`src/mie_pkg.sv`:
```
// shared types and constants for the modular inverse block
// no dependencies; used by mie_divstep and modular_inverse_ext_euclid
package mie_pkg;

  localparam int unsigned OperandWidth = 31;

  typedef enum logic [2:0] {
    StIdle,
    StCheck,
    StDiv,
    StUpd,
    StFix1,
    StFix2
  } state_e;

  typedef struct packed {
    logic start;
  } div_ctrl_t;

  typedef struct packed {
    logic busy;
    logic done;
  } div_stat_t;

endpackage

```
`src/mie_divstep.sv`:
```
// one euclid step: restoring division r / r' one quotient bit per cycle,
// with the quotient times the next coefficient accumulated alongside; uses mie_pkg
module mie_divstep #(
  parameter int unsigned W = mie_pkg::OperandWidth
) (
  input  logic                  clk_i,
  input  logic                  rst_ni,
  input  mie_pkg::div_ctrl_t    ctrl_i,
  input  logic [W-1:0]          dividend_i,
  input  logic [W-1:0]          divisor_i,
  input  logic [W+1:0]          coef_i,
  output logic [W+1:0]          quot_coef_o,
  output logic [W-1:0]          rem_o,
  output mie_pkg::div_stat_t    stat_o
);

  localparam int unsigned CW   = W + 2;
  localparam int unsigned CntW = $clog2(W + 1);

  logic [W-1:0]    d_q, d_d;
  logic [W-1:0]    rem_q, rem_d;
  logic [CW-1:0]   p_q, p_d;
  logic [CntW-1:0] cnt_q, cnt_d;
  logic            busy_q, busy_d;
  logic            done_q, done_d;

  logic [W:0]      shifted;
  logic [W:0]      diff;
  logic            ge;

  assign shifted = {rem_q, d_q[W-1]};
  assign diff    = shifted - {1'b0, divisor_i};
  assign ge      = shifted >= {1'b0, divisor_i};

  always_comb begin
    d_d    = d_q;
    rem_d  = rem_q;
    p_d    = p_q;
    cnt_d  = cnt_q;
    busy_d = busy_q;
    done_d = 1'b0;
    if (ctrl_i.start) begin
      d_d    = dividend_i;
      rem_d  = '0;
      p_d    = '0;
      cnt_d  = CntW'(W);
      busy_d = 1'b1;
    end else if (busy_q) begin
      d_d   = {d_q[W-2:0], 1'b0};
      rem_d = ge ? diff[W-1:0] : shifted[W-1:0];
      // horner form: quotient bits arrive msb first
      p_d   = {p_q[CW-2:0], 1'b0} + (ge ? coef_i : '0);
      cnt_d = cnt_q - CntW'(1);
      if (cnt_q == CntW'(1)) begin
        busy_d = 1'b0;
        done_d = 1'b1;
      end
    end
  end

  always_ff @(posedge clk_i or negedge rst_ni) begin
    if (!rst_ni) begin
      cnt_q  <= '0;
      busy_q <= 1'b0;
      done_q <= 1'b0;
    end else begin
      cnt_q  <= cnt_d;
      busy_q <= busy_d;
      done_q <= done_d;
    end
  end

  always_ff @(posedge clk_i) begin
    d_q   <= d_d;
    rem_q <= rem_d;
    p_q   <= p_d;
  end

  assign quot_coef_o = p_q;
  assign rem_o       = rem_q;
  assign stat_o      = '{busy: busy_q, done: done_q};

endmodule

```
`src/modular_inverse_ext_euclid.sv`:
```
// Modular inverse of value modulo modulus by the extended Euclidean algorithm.
// One item at a time: after a transfer in, each Euclid step is a check, a
// bit-serial restoring division in mie_divstep and an update, and up to about
// 46 steps occur for 31-bit operands. A finished result sits in an output
// register, so the next item may be transferred in while it waits.
// no_inverse_o is set, with inverse_o zero, when the gcd exceeds 1.
// depends on mie_pkg and mie_divstep
module modular_inverse_ext_euclid #(
  parameter int unsigned OPERAND_WIDTH = mie_pkg::OperandWidth
) (
  input  logic                     clk_i,
  input  logic                     rst_ni,
  input  logic                     in_valid_i,
  output logic                     in_ready_o,
  input  logic [OPERAND_WIDTH-1:0] value_i,
  input  logic [OPERAND_WIDTH-1:0] modulus_i,
  output logic                     out_valid_o,
  input  logic                     out_ready_i,
  output logic [OPERAND_WIDTH-1:0] inverse_o,
  output logic                     no_inverse_o
);

  localparam int unsigned W  = OPERAND_WIDTH;
  localparam int unsigned CW = W + 2;

  mie_pkg::state_e    state_q, state_d;
  mie_pkg::div_ctrl_t div_ctrl;
  mie_pkg::div_stat_t div_stat;

  logic [W-1:0]  r_q, r_d, rn_q, rn_d, mod_q, mod_d;
  logic [CW-1:0] t_q, t_d, tn_q, tn_d;
  logic [CW-1:0] qc;
  logic [W-1:0]  rem;

  logic          out_valid_q, out_valid_d;
  logic [W-1:0]  inv_q, inv_d;
  logic          none_q, none_d;

  logic          accept_in;
  logic          out_load;
  logic          sub_mod;
  logic [CW-1:0] t_fin;
  logic          gcd_gt1;

  mie_divstep #(
    .W (W)
  ) u_divstep (
    .clk_i       (clk_i),
    .rst_ni      (rst_ni),
    .ctrl_i      (div_ctrl),
    .dividend_i  (r_q),
    .divisor_i   (rn_q),
    .coef_i      (tn_q),
    .quot_coef_o (qc),
    .rem_o       (rem),
    .stat_o      (div_stat)
  );

  assign accept_in = in_valid_i && in_ready_o;
  assign gcd_gt1   = r_q[W-1:1] != '0;
  // compare is unsigned in the wide word, so a negative value counts as large
  assign sub_mod   = (mod_q != '0) && (t_q[CW-1] || (t_q >= {2'b00, mod_q}));
  assign t_fin     = sub_mod ? t_q - {2'b00, mod_q} : t_q;

  // next state
  always_comb begin
    state_d = state_q;
    unique case (state_q)
      mie_pkg::StIdle:  if (in_valid_i) state_d = mie_pkg::StCheck;
      mie_pkg::StCheck: state_d = (rn_q != '0) ? mie_pkg::StDiv : mie_pkg::StFix1;
      mie_pkg::StDiv:   if (div_stat.done) state_d = mie_pkg::StUpd;
      mie_pkg::StUpd:   state_d = mie_pkg::StCheck;
      mie_pkg::StFix1:  state_d = mie_pkg::StFix2;
      mie_pkg::StFix2:  if (!out_valid_q || out_ready_i) state_d = mie_pkg::StIdle;
      default:          state_d = mie_pkg::StIdle;
    endcase
  end

  // control outputs
  always_comb begin
    in_ready_o     = 1'b0;
    div_ctrl.start = 1'b0;
    out_load       = 1'b0;
    unique case (state_q)
      mie_pkg::StIdle:  in_ready_o = 1'b1;
      mie_pkg::StCheck: div_ctrl.start = rn_q != '0;
      mie_pkg::StFix2:  out_load = !out_valid_q || out_ready_i;
      default: ;
    endcase
  end

  // datapath
  always_comb begin
    r_d   = r_q;
    rn_d  = rn_q;
    t_d   = t_q;
    tn_d  = tn_q;
    mod_d = mod_q;
    if (accept_in) begin
      r_d   = modulus_i;
      rn_d  = value_i;
      t_d   = '0;
      tn_d  = CW'(1);
      mod_d = modulus_i;
    end else if (state_q == mie_pkg::StUpd) begin
      r_d  = rn_q;
      rn_d = rem;
      t_d  = tn_q;
      tn_d = t_q - qc;
    end else if (state_q == mie_pkg::StFix1 && t_q[CW-1]) begin
      t_d = t_q + {2'b00, mod_q};
    end
  end

  // output register
  always_comb begin
    out_valid_d = out_valid_q;
    inv_d       = inv_q;
    none_d      = none_q;
    if (out_valid_q && out_ready_i) out_valid_d = 1'b0;
    if (out_load) begin
      out_valid_d = 1'b1;
      none_d      = gcd_gt1;
      inv_d       = gcd_gt1 ? '0 : t_fin[W-1:0];
    end
  end

  always_ff @(posedge clk_i or negedge rst_ni) begin
    if (!rst_ni) begin
      state_q     <= mie_pkg::StIdle;
      out_valid_q <= 1'b0;
    end else begin
      state_q     <= state_d;
      out_valid_q <= out_valid_d;
    end
  end

  always_ff @(posedge clk_i) begin
    r_q    <= r_d;
    rn_q   <= rn_d;
    t_q    <= t_d;
    tn_q   <= tn_d;
    mod_q  <= mod_d;
    inv_q  <= inv_d;
    none_q <= none_d;
  end

  assign out_valid_o  = out_valid_q;
  assign inverse_o    = inv_q;
  assign no_inverse_o = none_q;

`ifndef SYNTHESIS
  a_div_nonzero: assert property (@(posedge clk_i) disable iff (!rst_ni)
    state_q == mie_pkg::StDiv |-> rn_q != '0)
    else $error("division running with zero divisor");

  a_upd_after_done: assert property (@(posedge clk_i) disable iff (!rst_ni)
    state_q == mie_pkg::StUpd |-> $past(div_stat.done))
    else $error("coefficient update without finished division");

  a_none_zero: assert property (@(posedge clk_i) disable iff (!rst_ni)
    out_valid_o && no_inverse_o |-> inverse_o == '0)
    else $error("inverse not zero when none exists");

  a_accept_starts: assert property (@(posedge clk_i) disable iff (!rst_ni)
    in_valid_i && in_ready_o |=> state_q == mie_pkg::StCheck && !div_stat.busy)
    else $error("transfer in did not start a new item");
`endif

endmodule
```
`config.mk`:
```
export PLATFORM = sky130hd
export DESIGN_NAME = modular_inverse_ext_euclid
export DESIGN_NICKNAME = d
export VERILOG_FILES = /design/src/mie_pkg.sv /design/src/mie_divstep.sv /design/src/modular_inverse_ext_euclid.sv
export SDC_FILE = /design/constraint.sdc
export NUM_CORES = 1
export LEC_CHECK = 0
export ABC_AREA = 1
export BUFFER_PORTS_ARGS = -buffer_cell sky130_fd_sc_hd__buf_2
export CAP_MARGIN = 20
export CORE_MARGIN = 1.5
export CORE_UTILIZATION = 45
export DETAILED_ROUTE_END_ITERATION = 8
export PLACE_DENSITY_LB_ADDON = 0.2
export SYNTH_ARGS = -nofsm -noshare
export SYNTH_HDL_FRONTEND = slang
export SYNTH_SLANG_ARGS = --single-unit
```
`constraint.sdc`:
```
create_clock -name clk_i -period 9 [get_ports clk_i]
set_clock_uncertainty 0.2 [all_clocks]
set_input_delay 1.8 -clock clk_i [delete_from_list [all_inputs] [get_ports clk_i]]
set_output_delay 1.8 -clock clk_i [all_outputs]
set_load 0.01 [all_outputs]
```
[Word level (Yosys, flattened, before mapping)]
Cells that the tools add are included.
Operators by class
  add/subtract/negate cells: 6
  $mul: 0
  divide/modulo/power cells: 0
  order comparisons: 2
  equality and inequality tests: 9
  shift-type cells: 0
  muxes and demuxes: 29
  bitwise gates (word level): 0
  reduce and logical (&&, ||, !) cells: 16
Operators with widths (number)
  $mux 31: 8
  $mux 33: 3
  $reduce_bool 31->1: 2
  $sub 31x31->31: 2
  $add 33x31->33: 1
  $add 33x33->33: 1
  $ge 33x31->1: 1
  $sub 33x33->33: 1
  $ge 32x31->1: 1
  $reduce_bool 30->1: 1
  $pmux 3 s6: 1
  $mux 3: 4
  $mux 1: 11
  $mux 5: 2
  $reduce_bool 2->1: 4
  $eq 3x2->1 const B: 2
  $eq 3x3->1 const B: 2
  $eq 5x1->1 const B: 1
  $sub 5x1->5 const B: 1
  $logic_and 1x1->1: 4
  $ne 2x2->1 const B: 2
  $eq 3x1->1 const B: 1
  $logic_not 3->1: 1
  $reduce_and 3->1: 1
  3 further kinds: 4
Storage, ports and cells
  register bits after elaboration: 297
  latch bits: 0
  RAM bits: 0
  bits in read-only memories: 0
  input port bits: 66
  word-level logic and storage cells: 77
  memories: 0

[Logic depth before layout (Yosys ltp)]
Gate-level depths: netlist of run 1.
  depth after elaboration: 4
  depth in mapped cells: 28
  depth with buffers taken out: 27

[Modules after synthesis]
From an unflattened synthesis of run 1, not the netlist that was laid out.
Unflattened totals
  cell total of the unflattened synthesis: 3440
  area, all modules: 22859.4 um2
By module, submodules not included
  modular_inverse_ext_euclid: times used 1, cells an instance 2184, area an instance 14784.2 um2, sequential area each 5175.0 um2
  mie_divstep: times used 1, cells an instance 1256, area an instance 8075.2 um2, sequential area each 2387.3 um2

[Worst setup path before layout of run 1]
OpenSTA, ideal clock, no wires.
  kind: input -> register
  start point: in in_valid_i
  end point: reg r_q[0], enable pin
  arrival time: 3.280 ns
  required time: 8.123 ns
  slack: 4.843 ns
  stages on the path: 3
  buffers on the path: 1
  cell sequence: nand2_1 > clkbuf_1 > nand2_1
On the way
  longest elaborated chain between the ends: 2
RTL lines
  start, declared: line modular_inverse_ext_euclid.sv:13  | input logic in_valid_i,
  $logic_and 1x1->1: line modular_inverse_ext_euclid.sv:59  | assign accept_in = in_valid_i && in_ready_o;
  $reduce_bool 2->1 (no source line)
  end signal, assigned: line modular_inverse_ext_euclid.sv:139  | r_q <= r_d;
  end, declared: line modular_inverse_ext_euclid.sv:30  | logic [W-1:0] r_q, r_d, rn_q, rn_d, mod_q, mod_d;
No other way between the ends.
A chain may end at the register's enable or synchronous reset.

[Worst setup path after layout of run 1]
  start point: reg rn_q[22]
  end point: reg u_divstep.p_q[27] (netlist: u_divstep.quot_coef_o[27])
On the way
  longest elaborated chain between the ends: 3
RTL lines
  start, declared: line modular_inverse_ext_euclid.sv:30
  start signal, assigned: line modular_inverse_ext_euclid.sv:140  | rn_q <= rn_d;
  $ge 32x31->1: line mie_divstep.sv:33  | assign ge = shifted >= {1'b0, divisor_i};
  $mux 33: line mie_divstep.sv:52  | p_d = {p_q[CW-2:0], 1'b0} + (ge ? coef_i : '0);
  $add 33x33->33: line mie_divstep.sv:52
  end signal, assigned: line mie_divstep.sv:76  | p_q <= p_d;
  end, declared: line mie_divstep.sv:22  | logic [CW-1:0] p_q, p_d;
Several ways; a longest one is shown, not always the timed one.

==> qor.csv, run 1 <==
stage,metric,value,unit
routing,vias per cell,5.538,
logic_synthesis,top post-synthesis cells by count,"896 x nand2_1, 452 x inv_1, 292 x nor2_1",
timing,Fin Setup TNS,0,ps
die,Die Span Y,225.2,um
setup_path,worst r2r src,rn_q[22],
routing,drt first-iter violations,2172,
setup_path,Crit Path Category,register to register,
finish,FILL cells,4964,
clocking,Clock Latency Late Sink,580,ps
clocking,Worst-path clk slew,60,ps
die,Std-Cell Core Area,48850,um2
setup_path,Reg2Reg Setup Slack,4070,ps
logic_synthesis,synthesized flop and latch total,297,
setup_path,CP max stage delay,620,ps
global_route,gr usage total,31.51,%
setup_path,worst r2r path cells,20,
clocking,total CTS buffers,37,
routing,WL final,80440,um
clocking,CTS Hold Bufs,0,
logic_synthesis,area of the mapped netlist,22220,um2
setup_path,critical-path maximum fanout,44,
logic_synthesis,number of flops mapped to enable cells by yosys,156,
clocking,CTS max path bufs,3,
die,I/O pin cnt,100,
logic_synthesis,"FFs w/ async S/R, synth",3.704,%
worst_hold_path,Worst Hold Class,register to register,
timing,min Tclk post-route,4927,ps
timing,Max-slew headroom,32.84,%
setup_path,Worst EP arrival,5180,ps
global_route,first-pass GRT wire length,120700,um
logic_synthesis,mean area per synthesized cell,6.850,um2
clocking,H-tree depth,2,
finish,nets,3539,
run_status,status,completed,
timing,f_max,203.0,MHz
setup_path,Critical R2R Capture,u_divstep.quot_coef_o[27],
clocking,CTS tree,done,
setup_path,"most used cell, CP",nand3_1,
worst_hold_path,WHS Path Cells,2,
routing,Vias,22163,
logic_synthesis,post-synth top area cell,edfxtp_1,
setup_path,"CP delay by family, top",simple AND/OR/NAND/NOR gates,
setup_path,"Slowest-stage cell, CP",inv_2,
logic_synthesis,Synth Flop Type,edfxtp_1,
clocking,CTS sink cnt,297,
placement,I/O Buffers,99,
worst_hold_path,hold path endpoint,u_divstep.rem_o[27],
die,Die W,225.2,um
clocking,number of buffers inserted by post-CTS setup repair,0,
finish,Area Overhead vs Synth,10.06,%
die,Starting Density,45.49,%
logic_synthesis,register area share after synthesis,34.03,%
clocking,Resized Gates After CTS,0,
setup_path,Worst EP required,9260,ps
finish,Post-Layout Inst Area,24460,um2
logic_synthesis,Synth cell types,49,
finish,share of cells above drive strength 1,5.992,%
timing,final period utilization,54.74,%
logic_synthesis,post-synthesis cell count,3244,
logic_synthesis,yosys warns,0,
timing,Worst Tran Pin Value,996.9,ps
logic_synthesis,most frequent cell after synthesis,nand2_1,
timing,Final Max Tran Viols,0,
timing,Final Hold Fails,0,
routing,WL/cell,20.10,um
timing,"Setup violations, final",0,
setup_path,CP Launch Type,register,
global_route,largest net degree at the start of global routing,89,
logic_synthesis,post-synth top area share,21.08,%
setup_path,crit path launch,rn_q[22],
logic_synthesis,Synth area leaders,"edfxtp_1 21%, nand2_1 15%, dfxtp_1 12%",
routing,post-route ant nets,0,
die,die area,50720,um2
placement,dpl cell area,23270,um2
setup_path,crit path capture type,register,
finish,diode count,0,
global_route,initial antenna violation count,2,
logic_synthesis,synthesized net count,3473,
run,number of max-cap violations,0,
routing,Post-route DRC,0,
routing,First-pass DRT Iterations,6,
finish,Final Util,50.07,%
setup_path,"Critical Path, Cell by Cell",inv_1 -> ha_1 -> nand2_1 -> o21a_1 -> nand2_1 -> a21oi_1 -> nand2_2 -> inv_2 -> nor2_1 -> ha_1 -> fa_1 -> nand3_1 -> nand3_1 -> a21boi_0 -> o21ai_1 -> nand3_1 -> nand3_1 -> or2_2 -> nand3_1 -> nand2_1,
die,Std-Cell Rows,81,
placement,Final Wtd Congestion,1.024,
worst_hold_path,worst hold start,u_divstep.rem_o[27],
setup_path,worst path bufs/invs,2,
global_route,vias in the first global route,20318,
placement,hpwl dp,64790,um
clocking,root buffer cell,clkbuf_16,
global_route,gr ovfl total,0,
timing,RSZ-0062 raised after global routing,false,
[metrics by stage]
step                      std cells  hold slack [ps]  setup slack (ps)
final                          4002            272.8              4073
after global placement         3935            264.1              4196
after detailed placement       3935            265.0              4142
after floorplan                3244            243.2              4843
after global routing           4002            296.9              3710
after CTS                      4002            276.3              4122
[cells by family after synthesis]
| group | share of synthesized area [%] |
|---|---|
| AOI/OAI and AO/OA | 15.62 |
| xor gates and xnor gates | 2.522 |
| DFF | 34.03 |
| adders and majority gates | 9.347 |
| buffers and inverters | 9.657 |
| and+or+nand+nor | 28.82 |
[state kept, by name, summed over array words and instances, names as in the netlist, 5 cells and up]
| register | count |
|---|---|
| mod_q | 31 |
| u_divstep.d_q | 31 |
| u_divstep.quot_coef_o | 33 |
| tn_q | 33 |
| inverse_o | 31 |
| u_divstep.rem_o | 31 |
| rn_q | 31 |
| t_q | 33 |
| u_divstep.cnt_q | 5 |
| r_q | 31 |
[layout make-up]
cell class	instances	area [um2]	share of cell area [%]
well taps	664	830.8	3.397
multi-input cells	2403	12540	51.29
flip-flops and latches	297	7562	30.92
repair buffers	115	615.6	2.517
clock buffers	49	1012	4.139
clock inverters	18	178.9	0.7316
inverters	456	1714	7.009
[worst register-to-register path, delay by kind of cell (launching register included)]
family | cells | cell delay (ps)
simple gates | 11 | 1300
fa+ha+maj | 3 | 1010
buf+inv | 2 | 890
flops | 1 | 420
compound gates | 4 | 1020
[worst max-delay path by stage]
stage	to	slack [ps]	cells after the start
finish	u_divstep.quot_coef_o[27]	4070	20
global route	u_divstep.quot_coef_o[25]	3710	19
CTS	u_divstep.quot_coef_o[27]	4120	20
detailed placement	u_divstep.quot_coef_o[27]	4140	20
global placement	u_divstep.quot_coef_o[27]	4200	20
floorplan	r_q[0]	4840	3
[placed cells by master, fill, tap and decap left out, types with 30 or more instances in the layout]
master,synthesis,routed
o21ai_0,232,232
a21oi_1,262,262
nand2_1,896,895
dfxtp_1,130,130
nand3_1,200,200
inv_1,452,451
nor3_1,54,53
buf_2,40,99
nand4_1,36,36
xor2_1,41,41
clkbuf_16,0,38
edfxtp_1,156,156
ha_1,158,158
o211ai_1,30,30
nor2_1,292,289
[routing by layer]
layer,global-route usage (%),part of all wire (%),vias to the layer above
met5,0,0.016,-
met2,46.77,42,859
met4,9.872,3.1,2
met3,5.437,8.5,120
li1,-,-,10861
met1,46.23,47,10321
Power of run 1 is left out: the tool's default activity adds up to more than one toggle a clock period on the data nets, which glitch-free logic cannot reach.
==> run 2: changes to the inputs <==
Clock period 9 ns to 4.4 ns, I/O delays scaled along.
==> qor.csv, run 2 (synthesis results as in run 1) <==
stage,metric,value,unit
run_status,status,completed,
timing,Final Hold Fails,0,
routing,WL final,79850,um
die,Die W,225.2,um
placement,I/O Buffers,99,
routing,Vias,22151,
die,I/O pin cnt,100,
setup_path,critical-path maximum fanout,22,
placement,hpwl dp,64150,um
routing,WL/cell,19.84,um
global_route,initial antenna violation count,3,
clocking,root buffer cell,clkbuf_16,
routing,Post-route DRC,0,
routing,vias per cell,5.503,
setup_path,CP Launch Type,register,
global_route,gr usage total,31.34,%
run,number of max-cap violations,0,
die,Die Span Y,225.2,um
clocking,Clock Latency Late Sink,570,ps
setup_path,Worst EP required,4640,ps
die,Starting Density,45.49,%
timing,Worst Tran Pin Value,1061,ps
timing,RSZ-0062 raised after global routing,false,
timing,final period utilization,92.90,%
clocking,CTS sink cnt,297,
timing,"Setup violations, final",0,
timing,Max-slew headroom,28.52,%
finish,share of cells above drive strength 1,7.173,%
routing,drt first-iter violations,2113,
clocking,CTS tree,done,
setup_path,Worst EP arrival,4330,ps
timing,min Tclk post-route,4087,ps
finish,"commonest non-fill, non-tap cells in the layout","893 x nand2_1, 451 x inv_1, 288 x nor2_1, 255 x a21oi_1, 230 x o21ai_0",
routing,First-pass DRT Iterations,7,
worst_hold_path,Worst Hold Class,register to register,
finish,nets,3560,
setup_path,worst r2r path cells,23,
global_route,vias in the first global route,20691,
clocking,total CTS buffers,37,
die,die area,50720,um2
global_route,largest net degree at the start of global routing,63,
die,Std-Cell Rows,81,
clocking,CTS max path bufs,3,
finish,Area Overhead vs Synth,11.54,%
finish,"commonest non-fill, non-tap cell in the layout",nand2_1,
timing,hold_ws,268.2,ps
clocking,Worst-path clk slew,60,ps
timing,Fin Setup TNS,0,ps
global_route,gr ovfl total,0,
timing,f_max,244.7,MHz
setup_path,crit path capture type,register,
timing,Final Max Tran Viols,0,
global_route,first-pass GRT wire length,120600,um
placement,Final Wtd Congestion,0.9956,
clocking,H-tree depth,2,
setup_path,Crit Path Category,register to register,
worst_hold_path,WHS Path Cells,1,
routing,post-route ant nets,0,
die,Std-Cell Core Area,48850,um2
-- run 2: final timing paths --
kind	start	slack, ps	to
worst max-delay path	rn_q[0]	310	u_divstep.quot_coef_o[26]
worst min-delay path	u_divstep.cnt_q[4]	270	u_divstep.done_q
worst max register to register	rn_q[0]	310	u_divstep.quot_coef_o[26]
worst min register to register	u_divstep.cnt_q[4]	270	u_divstep.done_q
max in group asynchronous	rst_ni	3180	state_q[1]
min in group asynchronous	rst_ni	560	u_divstep.busy_q
-- run 2: timing repair --
action / in CTS / in global routing
buffers inserted: 0 / 1
hold endpoints to repair: 11 / 0
endpoints found under the setup margin: 0 / 19
hold buffers: 1 / 0
resized for setup: 0 / 19
-- run 2: critical path, stage by stage, from the launching register on --
cell and delay [ps]:
edfxtp_1 400, ha_1 250, fa_1 410, inv_1 70, nand2_1 60, nand2_1 60, nand3b_1 70, nand2_1 130
nand2_1 110, nand3_2 110, nand2_1 80, nand2_2 80, inv_2 90, buf_6 180, nor2_1 160, ha_1 330
nand2_2 140, o21ai_0 130, a21oi_1 220, o21a_1 140, nand2_1 90, or2_2 280, nand3_1 70, o21ai_0 80
-- run 2: cell type report --
type,count,area (um2)
antenna,1,2.502
clock buffer,44,1005
clock inverter,24,270.3
fill,4996,24060
inverter,456,1714
multi-input combinational,2403,12600
sequential,297,7562
tap,664,830.8
timing repair buffer,136,804.5
-- run 2: per-stage QoR --
| step | cell area [um2] | setup WS, ps | cells | util (%) |
|---|---|---|---|---|
| floorplan | 22220 | 645.7 | 3244 | - |
| global placement | 23430 | 291.7 | 3954 | 47.97 |
| detailed placement | 23430 | 184.0 | 3954 | 47.97 |
| CTS | 24720 | 180.5 | 4023 | 50.60 |
| global route | 24790 | 15.59 | 4025 | 50.74 |
| finish | 24790 | 312.5 | 4025 | 50.74 |
-- run 2: metal layers --
layer | share of wire [%] | vias to the layer above | GRT usage, %
met1 | 47 | 10233 | 45.97
met3 | 8.1 | 104 | 4.733
met4 | 2.3 | 0 | 8.270
met2 | 43 | 912 | 47.79
met5 | 0 | - | 0
li1 | - | 10902 | -
Power of run 2 is left out for the same reason.
